--- src/rtl/core/tpm_pkg.sv ---
// ----------------------------------------------------------------------------
// tpm_pkg
// Shared types, constants and color helper for the thermal false-color mapper.
// ----------------------------------------------------------------------------
package tpm_pkg;

  // temperature word and hue span
  localparam int TEMP_BITS = 16;
  localparam int HUE_SPAN  = 240;

  // hue width and divider layout
  localparam int HUE_W           = $clog2(HUE_SPAN + 1);
  localparam int STEPS_PER_STAGE = 2;
  localparam int DIV_STAGES      = (HUE_W + STEPS_PER_STAGE - 1) / STEPS_PER_STAGE;
  localparam int QW              = DIV_STAGES * STEPS_PER_STAGE;
  localparam int NUM_W           = TEMP_BITS + HUE_W;

  // stream widths
  localparam int RGB_W        = 16;
  localparam int HUE_OUT_W    = 8;
  localparam int IN_TDATA_W   = ((TEMP_BITS + 7) / 8) * 8;
  localparam int OUT_FIELDS_W = RGB_W + HUE_OUT_W + TEMP_BITS + 1;
  localparam int OUT_TDATA_W  = ((OUT_FIELDS_W + 7) / 8) * 8;

  // configuration registers
  localparam int CFG_ADDR_W = 8;
  localparam logic [CFG_ADDR_W-1:0] REG_MIN_TEMP = CFG_ADDR_W'(0);
  localparam logic [CFG_ADDR_W-1:0] REG_MAX_TEMP = CFG_ADDR_W'(1);
  localparam logic signed [TEMP_BITS-1:0] MIN_TEMP_RST = TEMP_BITS'(320);
  localparam logic signed [TEMP_BITS-1:0] MAX_TEMP_RST = TEMP_BITS'(640);

  // color sector geometry: 255/60 reduces to 17/4
  localparam int SECTOR_DEG = 60;
  localparam int NUM_SECTORS = 6;
  localparam logic [9:0] RAMP_MUL = 10'd17;

  // per-item side data carried down the pipe
  typedef struct packed {
    logic signed [TEMP_BITS-1:0] temp;
    logic                        err;
  } side_t;

  // divider working set
  typedef struct packed {
    side_t                side;
    logic [TEMP_BITS-1:0] den;
    logic [TEMP_BITS-1:0] rem;
    logic [QW-1:0]        qr;
  } div_t;

  // result beat
  typedef struct packed {
    logic [RGB_W-1:0]            rgb565;
    logic [HUE_OUT_W-1:0]        hue;
    logic signed [TEMP_BITS-1:0] temp;
    logic                        err;
  } res_t;

  // hue to rgb565 at full saturation and value
  function automatic logic [RGB_W-1:0] hue_to_rgb565(input logic [HUE_W-1:0] hue);
    logic [2:0] sector;
    logic [5:0] m;
    logic [9:0] up_x;
    logic [9:0] dn_x;
    logic [7:0] up;
    logic [7:0] dn;
    logic [7:0] r;
    logic [7:0] g;
    logic [7:0] b;
    sector = 3'd0;
    for (int i = 1; i < NUM_SECTORS; i++) begin
      if (int'(hue) >= SECTOR_DEG * i) begin
        sector = 3'(i);
      end
    end
    m    = 6'(int'(hue) - SECTOR_DEG * int'(sector));
    up_x = 10'(m) * RAMP_MUL;
    dn_x = 10'(7'(SECTOR_DEG) - 7'(m)) * RAMP_MUL;
    up   = up_x[9:2];
    dn   = dn_x[9:2];
    case (sector)
      3'd0: begin r = 8'hFF; g = up;    b = 8'h00; end
      3'd1: begin r = dn;    g = 8'hFF; b = 8'h00; end
      3'd2: begin r = 8'h00; g = 8'hFF; b = up;    end
      3'd3: begin r = 8'h00; g = dn;    b = 8'hFF; end
      3'd4: begin r = up;    g = 8'h00; b = 8'hFF; end
      default: begin r = 8'hFF; g = 8'h00; b = dn; end
    endcase
    return {r[7:3], g[7:2], b[7:3]};
  endfunction

endpackage

--- src/rtl/core/thermal_pseudocolor_map.sv ---
// ----------------------------------------------------------------------------
// thermal_pseudocolor_map
// Maps signed pixel temperatures to a false-color rgb565 pixel, blue for cold
// and red for hot, through a clamp, a pipelined divider and a hue converter.
//
//   channel   direction  signals                        beat
//   s_axis    in         tvalid tready tdata[15:0]      one temperature
//   m_axis    out        tvalid tready tdata[47:0]      one color result
//   cfg       in         valid ready addr[7:0] wdata    one register write
//
// one beat accepted per cycle unless m_axis stalls; stages are two front
// stages, four divider stages (two quotient bits each) and two color stages
// the divider depth follows the hue width, so the divider sets the latency
// reset clears every stage valid bit and loads min 320, max 640
// each stage takes a beat when empty or when its successor moves, so a
// stall on m_axis fills bubbles first and then holds every stage
// ----------------------------------------------------------------------------
module thermal_pseudocolor_map (
  input  logic                                   clk_i,
  input  logic                                   rst_ni,
  // temperature in, bits [15:0] temperature
  input  logic                                   s_axis_tvalid,
  output logic                                   s_axis_tready,
  input  logic [tpm_pkg::IN_TDATA_W-1:0]         s_axis_tdata,
  // result out, [15:0] rgb565, [23:16] hue, [39:24] clamped_temperature,
  // [40] range_error, rest zero
  output logic                                   m_axis_tvalid,
  input  logic                                   m_axis_tready,
  output logic [tpm_pkg::OUT_TDATA_W-1:0]        m_axis_tdata,
  // register writes
  input  logic                                   cfg_valid_i,
  output logic                                   cfg_ready_o,
  input  logic [tpm_pkg::CFG_ADDR_W-1:0]         cfg_addr_i,
  input  logic [tpm_pkg::TEMP_BITS-1:0]          cfg_wdata_i
);
  import tpm_pkg::*;

  logic signed [TEMP_BITS-1:0] min_temp_q;
  logic signed [TEMP_BITS-1:0] max_temp_q;
  logic [DIV_STAGES:0]         div_valid;
  logic [DIV_STAGES:0]         div_ready;
  div_t                        div_data [DIV_STAGES+1];
  res_t                        res;

  // configuration registers, always ready
  assign cfg_ready_o = 1'b1;

  always_ff @(posedge clk_i or negedge rst_ni) begin
    if (!rst_ni) begin
      min_temp_q <= MIN_TEMP_RST;
      max_temp_q <= MAX_TEMP_RST;
    end else if (cfg_valid_i && cfg_ready_o) begin
      unique case (cfg_addr_i)
        REG_MIN_TEMP: min_temp_q <= cfg_wdata_i;
        REG_MAX_TEMP: max_temp_q <= cfg_wdata_i;
        default: ;
      endcase
    end
  end

  // clamp and scale
  tpm_front u_front (
    .clk_i       (clk_i),
    .rst_ni      (rst_ni),
    .min_temp_i  (min_temp_q),
    .max_temp_i  (max_temp_q),
    .in_valid_i  (s_axis_tvalid),
    .in_ready_o  (s_axis_tready),
    .temp_i      (signed'(s_axis_tdata[TEMP_BITS-1:0])),
    .out_valid_o (div_valid[0]),
    .out_ready_i (div_ready[0]),
    .out_o       (div_data[0])
  );

  // divider chain
  for (genvar k = 0; k < DIV_STAGES; k++) begin : g_div
    tpm_div_stage u_div (
      .clk_i       (clk_i),
      .rst_ni      (rst_ni),
      .in_valid_i  (div_valid[k]),
      .in_ready_o  (div_ready[k]),
      .in_i        (div_data[k]),
      .out_valid_o (div_valid[k+1]),
      .out_ready_i (div_ready[k+1]),
      .out_o       (div_data[k+1])
    );
  end

  // hue and color
  tpm_color u_color (
    .clk_i       (clk_i),
    .rst_ni      (rst_ni),
    .in_valid_i  (div_valid[DIV_STAGES]),
    .in_ready_o  (div_ready[DIV_STAGES]),
    .in_i        (div_data[DIV_STAGES]),
    .out_valid_o (m_axis_tvalid),
    .out_ready_i (m_axis_tready),
    .out_o       (res)
  );

  // pack result beat
  assign m_axis_tdata = OUT_TDATA_W'({res.err, res.temp, res.hue, res.rgb565});

`ifndef NO_ASSERTIONS
  // input backpressure only arises when the output holds a beat
  a_stall_needs_output: assert property (@(posedge clk_i) disable iff (!rst_ni)
    !s_axis_tready |-> m_axis_tvalid)
    else $error("input stalled with empty output stage");

  // a bad range gives the full-span hue and its color
  a_error_color: assert property (@(posedge clk_i) disable iff (!rst_ni)
    (m_axis_tvalid && res.err) |->
      (res.hue == HUE_OUT_W'(HUE_SPAN)) &&
      (res.rgb565 == hue_to_rgb565(HUE_W'(HUE_SPAN))))
    else $error("range error beat without full-span hue");
`endif

endmodule

--- src/rtl/core/tpm_front.sv ---
// ----------------------------------------------------------------------------
// tpm_front
// Clamp stage and scale stage: clamps the temperature, forms t-min and
// max-min, multiplies by the hue span and seeds the divider.
// ----------------------------------------------------------------------------
module tpm_front (
  input  logic                           clk_i,
  input  logic                           rst_ni,
  input  logic signed [tpm_pkg::TEMP_BITS-1:0] min_temp_i,
  input  logic signed [tpm_pkg::TEMP_BITS-1:0] max_temp_i,
  input  logic                           in_valid_i,
  output logic                           in_ready_o,
  input  logic signed [tpm_pkg::TEMP_BITS-1:0] temp_i,
  output logic                           out_valid_o,
  input  logic                           out_ready_i,
  output tpm_pkg::div_t                  out_o
);
  import tpm_pkg::*;

  logic                 a_valid_q;
  side_t                a_side_q;
  logic [TEMP_BITS-1:0] a_diff_q;
  logic [TEMP_BITS-1:0] a_den_q;
  logic                 b_valid_q;
  div_t                 b_q;
  logic                 a_ready;
  logic                 b_ready;
  logic signed [TEMP_BITS-1:0] clamp_d;
  side_t                side_d;
  logic [NUM_W-1:0]     num;
  div_t                 b_d;

  // stage handshake, bubbles fill
  assign b_ready    = !b_valid_q || out_ready_i;
  assign a_ready    = !a_valid_q || b_ready;
  assign in_ready_o = a_ready;

  // clamp and range check
  always_comb begin
    if (temp_i < min_temp_i) begin
      clamp_d = min_temp_i;
    end else if (temp_i > max_temp_i) begin
      clamp_d = max_temp_i;
    end else begin
      clamp_d = temp_i;
    end
    side_d.temp = clamp_d;
    side_d.err  = (max_temp_i <= min_temp_i);
  end

  always_ff @(posedge clk_i or negedge rst_ni) begin
    if (!rst_ni) begin
      a_valid_q <= 1'b0;
    end else if (a_ready) begin
      a_valid_q <= in_valid_i;
    end
  end

  always_ff @(posedge clk_i) begin
    if (a_ready && in_valid_i) begin
      a_side_q <= side_d;
      a_diff_q <= TEMP_BITS'(clamp_d - min_temp_i);
      a_den_q  <= TEMP_BITS'(max_temp_i - min_temp_i);
    end
  end

  // scale by hue span; numerator top bits are already below the divisor
  always_comb begin
    num     = NUM_W'(a_diff_q) * NUM_W'(HUE_SPAN);
    b_d.side = a_side_q;
    b_d.den  = a_den_q;
    b_d.rem  = TEMP_BITS'(num >> QW);
    b_d.qr   = num[QW-1:0];
  end

  always_ff @(posedge clk_i or negedge rst_ni) begin
    if (!rst_ni) begin
      b_valid_q <= 1'b0;
    end else if (b_ready) begin
      b_valid_q <= a_valid_q;
    end
  end

  always_ff @(posedge clk_i) begin
    if (b_ready && a_valid_q) begin
      b_q <= b_d;
    end
  end

  assign out_valid_o = b_valid_q;
  assign out_o       = b_q;

endmodule

--- src/rtl/core/tpm_div_stage.sv ---
// ----------------------------------------------------------------------------
// tpm_div_stage
// One register stage of the restoring divider: a fixed number of
// shift-compare-subtract steps, quotient bits shifted in from the bottom.
// ----------------------------------------------------------------------------
module tpm_div_stage (
  input  logic          clk_i,
  input  logic          rst_ni,
  input  logic          in_valid_i,
  output logic          in_ready_o,
  input  tpm_pkg::div_t in_i,
  output logic          out_valid_o,
  input  logic          out_ready_i,
  output tpm_pkg::div_t out_o
);
  import tpm_pkg::*;

  logic               valid_q;
  div_t               data_q;
  div_t               data_d;
  logic [TEMP_BITS:0] trial;
  logic               take;

  assign in_ready_o = !valid_q || out_ready_i;

  // shift in the next numerator bit, subtract when it fits
  always_comb begin
    data_d = in_i;
    trial  = '0;
    take   = 1'b0;
    for (int s = 0; s < STEPS_PER_STAGE; s++) begin
      trial      = {data_d.rem, data_d.qr[QW-1]};
      take       = (trial >= {1'b0, data_d.den});
      data_d.rem = take ? TEMP_BITS'(trial - {1'b0, data_d.den}) : trial[TEMP_BITS-1:0];
      data_d.qr  = {data_d.qr[QW-2:0], take};
    end
  end

  always_ff @(posedge clk_i or negedge rst_ni) begin
    if (!rst_ni) begin
      valid_q <= 1'b0;
    end else if (in_ready_o) begin
      valid_q <= in_valid_i;
    end
  end

  always_ff @(posedge clk_i) begin
    if (in_ready_o && in_valid_i) begin
      data_q <= data_d;
    end
  end

  assign out_valid_o = valid_q;
  assign out_o       = data_q;

endmodule

--- src/rtl/core/tpm_color.sv ---
// ----------------------------------------------------------------------------
// tpm_color
// Hue stage and color stage: rounds the quotient up, forms the hue, then
// converts it to rgb565 in the output register.
// ----------------------------------------------------------------------------
module tpm_color (
  input  logic          clk_i,
  input  logic          rst_ni,
  input  logic          in_valid_i,
  output logic          in_ready_o,
  input  tpm_pkg::div_t in_i,
  output logic          out_valid_o,
  input  logic          out_ready_i,
  output tpm_pkg::res_t out_o
);
  import tpm_pkg::*;

  localparam logic [QW:0] SPAN_Q = (QW + 1)'(HUE_SPAN);

  logic             h_valid_q;
  logic [HUE_W-1:0] h_hue_q;
  side_t            h_side_q;
  logic             c_valid_q;
  res_t             c_q;
  logic             h_ready;
  logic             c_ready;
  logic [QW:0]      ceil_q;
  logic [HUE_W-1:0] hue_d;
  res_t             c_d;

  assign c_ready    = !c_valid_q || out_ready_i;
  assign h_ready    = !h_valid_q || c_ready;
  assign in_ready_o = h_ready;

  // ceiling of the quotient, hue counts down from the span
  always_comb begin
    ceil_q = (QW + 1)'(in_i.qr) + (QW + 1)'(in_i.rem != '0);
    hue_d  = in_i.side.err ? HUE_W'(HUE_SPAN) : HUE_W'(SPAN_Q - ceil_q);
  end

  always_ff @(posedge clk_i or negedge rst_ni) begin
    if (!rst_ni) begin
      h_valid_q <= 1'b0;
    end else if (h_ready) begin
      h_valid_q <= in_valid_i;
    end
  end

  always_ff @(posedge clk_i) begin
    if (h_ready && in_valid_i) begin
      h_hue_q  <= hue_d;
      h_side_q <= in_i.side;
    end
  end

  // sector ramps and 565 packing
  always_comb begin
    c_d.rgb565 = hue_to_rgb565(h_hue_q);
    c_d.hue    = HUE_OUT_W'(h_hue_q);
    c_d.temp   = h_side_q.temp;
    c_d.err    = h_side_q.err;
  end

  always_ff @(posedge clk_i or negedge rst_ni) begin
    if (!rst_ni) begin
      c_valid_q <= 1'b0;
    end else if (c_ready) begin
      c_valid_q <= h_valid_q;
    end
  end

  always_ff @(posedge clk_i) begin
    if (c_ready && h_valid_q) begin
      c_q <= c_d;
    end
  end

  assign out_valid_o = c_valid_q;
  assign out_o       = c_q;

endmodule

--- config.mk ---
export PLATFORM = sky130hd
export DESIGN_NAME = thermal_pseudocolor_map
export DESIGN_NICKNAME = d
export VERILOG_FILES = /design/src/rtl/core/tpm_pkg.sv /design/src/rtl/core/thermal_pseudocolor_map.sv /design/src/rtl/core/tpm_front.sv /design/src/rtl/core/tpm_div_stage.sv /design/src/rtl/core/tpm_color.sv
export SDC_FILE = /design/constraint.sdc
export NUM_CORES = 1
export LEC_CHECK = 0
export BUFFER_PORTS_ARGS = -buffer_cell sky130_fd_sc_hd__buf_2
export CORE_MARGIN = 2
export CORE_UTILIZATION = 50
export DETAILED_ROUTE_END_ITERATION = 8
export PLACE_DENSITY = 0.64
export SLEW_MARGIN = 20
export SYNTH_ARGS = -nofsm -noshare
export SYNTH_HDL_FRONTEND = slang
export SYNTH_HIERARCHICAL = 1
export SYNTH_SLANG_ARGS = --single-unit
--- constraint.sdc ---
create_clock -name clk_i -period 6 [get_ports clk_i]
set_input_delay 0.3 -clock clk_i [delete_from_list [all_inputs] [get_ports clk_i]]
set_output_delay 0.3 -clock clk_i [all_outputs]
set_load 0.005 [all_outputs]
==> out/qor.yml <==
critical_path:
  reg2reg_depth: 15
  crit_path_start_kind: "flop"
  r2r_end: "g_div[1].u_div/out_o[16]"
  end_kind: "flop"
  path_class: "reg2reg"
  critPathMaxFanout: 17
  critical_path_arrival_ns: 5.88
  r2r_slack_ns: 0.44
  worstPathRequired_ns: 6.31
  worstReg2RegStart: "g_div[0].u_div/out_o[33]"
detailed_routing:
  first_pass_iters: 8
  detail_route.vias_per_cell: 5.63
  detail_route.wl_per_cell_um: 18.8
  route.detailed.drc: 0
  wirelength_um: 58100
  drt-initial-drc-count: 982
  ant_nets: 0
  vias: 17400
cts:
  clockRootBuffer: "clkbuf_16"
  cts_buffer_depth: 3
  htree_levels: 2
  cts_tree: "done"
  clk_latency_ns: 0.59
  path_clk_slew_ns: 0.06
  clkSinkCount: 420
  cts_inserted_buffers: 45
sta:
  fmax_mhz: 180
  final.setup.tns_ns: 0
  finalSetupViolations: 0
  finalClockSkew_ns: 0.0335
  hold_viol: 0
  rsz0062_at_grt: "false"
  drv_slew: 0
  fin_crit_sh_pct: 92.7
  worstMarginPinSlew_ns: 1.04
  maxSlewHeadroom_pct: 30.8
  period_needed_ns: 5.56
  fin_ws_ns: 0.436
layout:
  area_growth_pct: 11.6
  finalNetCount: 2700
  drive_above_1_share_pct: 14.3
  antennaDiodeCount: 0
  fill_cells: 4357
  fin_area_um2: 29400
synth:
  syn_area_per_cell_um2: 11.8
  synth.cell_area_um2: 26400
  ys_warn_count: 6
  syn_inst: 2230
placement:
  routabilityCongestion: 0.890
  place_ws_ns: 0.0686
  port_buffers: 87
  placed_area_um2: 27500
  dp_hpwl_um: 45600
global_routing:
  gr-usage-all-layers_pct: 21.4
  grt_pass1_wl_um: 91100
  antenna_found_initial: 0
  grt_max_degree: 58
  grt.overflow.total: 0
  grt_pass1_vias: 17000
floorplanning:
  core.rowCount: 84
  die-area_um2: 54600
  coreArea_um2: 52300
  die_x_um: 234
  chipHeight_um: 234
  ios: 96
  initial_core_util_pct: 50.4
run:
  drv_cap: 0
worst_hold_path:
  hp-class: "in2async"
status:
  status: "complete, no violations"
## final cells by class
cell class / instances / area (µm²) / area share [%]
multi-input cells: 1601 / 13100 / 44.3
clock inverters: 28 / 477 / 1.62
clock buffers: 53 / 1200 / 4.07
inverters: 177 / 669 / 2.27
repair buffers: 122 / 761 / 2.58
flip-flops and latches: 420 / 12400 / 42.2
well taps: 688 / 861 / 2.92
## critical path, cell delays in order, from the launching register on
cell and delay, ns:
edfxtp_1 0.47, inv_1 0.14, ha_1 0.51, nand4_1 0.30, nor4_1 0.51, nand4_1 0.21
a31oi_4 0.28, buf_12 0.17, mux2i_1 0.39, ha_1 0.36, a21o_1 0.22, a211oi_2 0.41
nor3_1 0.11, o21ai_0 0.38, nand4_4 0.38, mux2_1 0.44
## layer usage
metal,up-vias,global-route usage (%),wire length [µm]
li1,8566,-,-
met1,8375,28.0,25800
met2,346,36.3,28500
met3,118,2.93,1860
met4,0,7.36,1900
met5,-,0,0
## per-stage QoR
step	std cells	hold slack [ns]	utilization (%)
floorplan	2239	0.00441	-
global placement	2985	0.401	52.6
detailed placement	2985	0.405	52.6
CTS	3085	0.232	56.1
global route	3089	0.256	56.2
finish	3089	0.258	56.2
## worst max path at each step
| stage | from | to | slack [ns] | depth (start not counted) |
|---|---|---|---|---|
| 2_1_floorplan | g_div[1].u_div/out_o[25] | g_div[2].u_div/out_o[14] | 1.01 | 21 |
| 3_3_place_gp | g_div[0].u_div/out_o[33] | g_div[1].u_div/out_o[22] | 0.11 | 15 |
| 3_5_place_dp | g_div[0].u_div/out_o[33] | g_div[1].u_div/out_o[16] | 0.07 | 15 |
| 4_1_cts | g_div[0].u_div/out_o[33] | g_div[1].u_div/out_o[16] | 0.04 | 15 |
| 5_1_grt | u_front/out_o[25] | g_div[0].u_div/out_o[13] | 0.06 | 20 |
| 6_report | g_div[0].u_div/out_o[33] | g_div[1].u_div/out_o[16] | 0.44 | 15 |
## placed cells by master, fill, tap and decap left out, types with 22 or more instances in the layout
master	instances
nand4_1	26
clkbuf_16	46
edfxtp_1	380
mux2_1	25
xor2_1	56
a21o_1	35
mux2_4	43
a21oi_1	121
nor2_1	122
inv_1	174
nor2b_1	22
nor3_1	49
buf_2	86
nand3_1	27
nand2_1	145
ha_1	246
mux2_2	49
a211oi_1	28
o21ai_1	34
nand2b_1	34
o21a_1	43
xnor2_1	80
dfrtp_1	36
o21ai_0	79
fa_1	42
o21bai_1	23
## flip-flops by register name, indices dropped and copies added, names as in the netlist, 4 cells and up
name	count
u_front/a_den_q	16
g_div.u_div/out_o	212
g_div.u_div/out_valid_o	4
u_color/out_o	41
u_front/a_diff_q	16
min_temp_q	16
u_front/out_o	53
u_color/c_d	17
u_front/a_side_q	17
max_temp_q	16
u_color/h_hue_q	8
## repair_timing
action / CTS / global route
resized for setup: 0 / 1
setup endpoints to repair: 0 / 17
endpoints found under the hold margin: 71 / 0
setup buffers: 0 / 4
hold buffers: 19 / 0
Power is not shown: default switching activity piles up to over one toggle a cycle in this logic, so the estimate is an artifact.
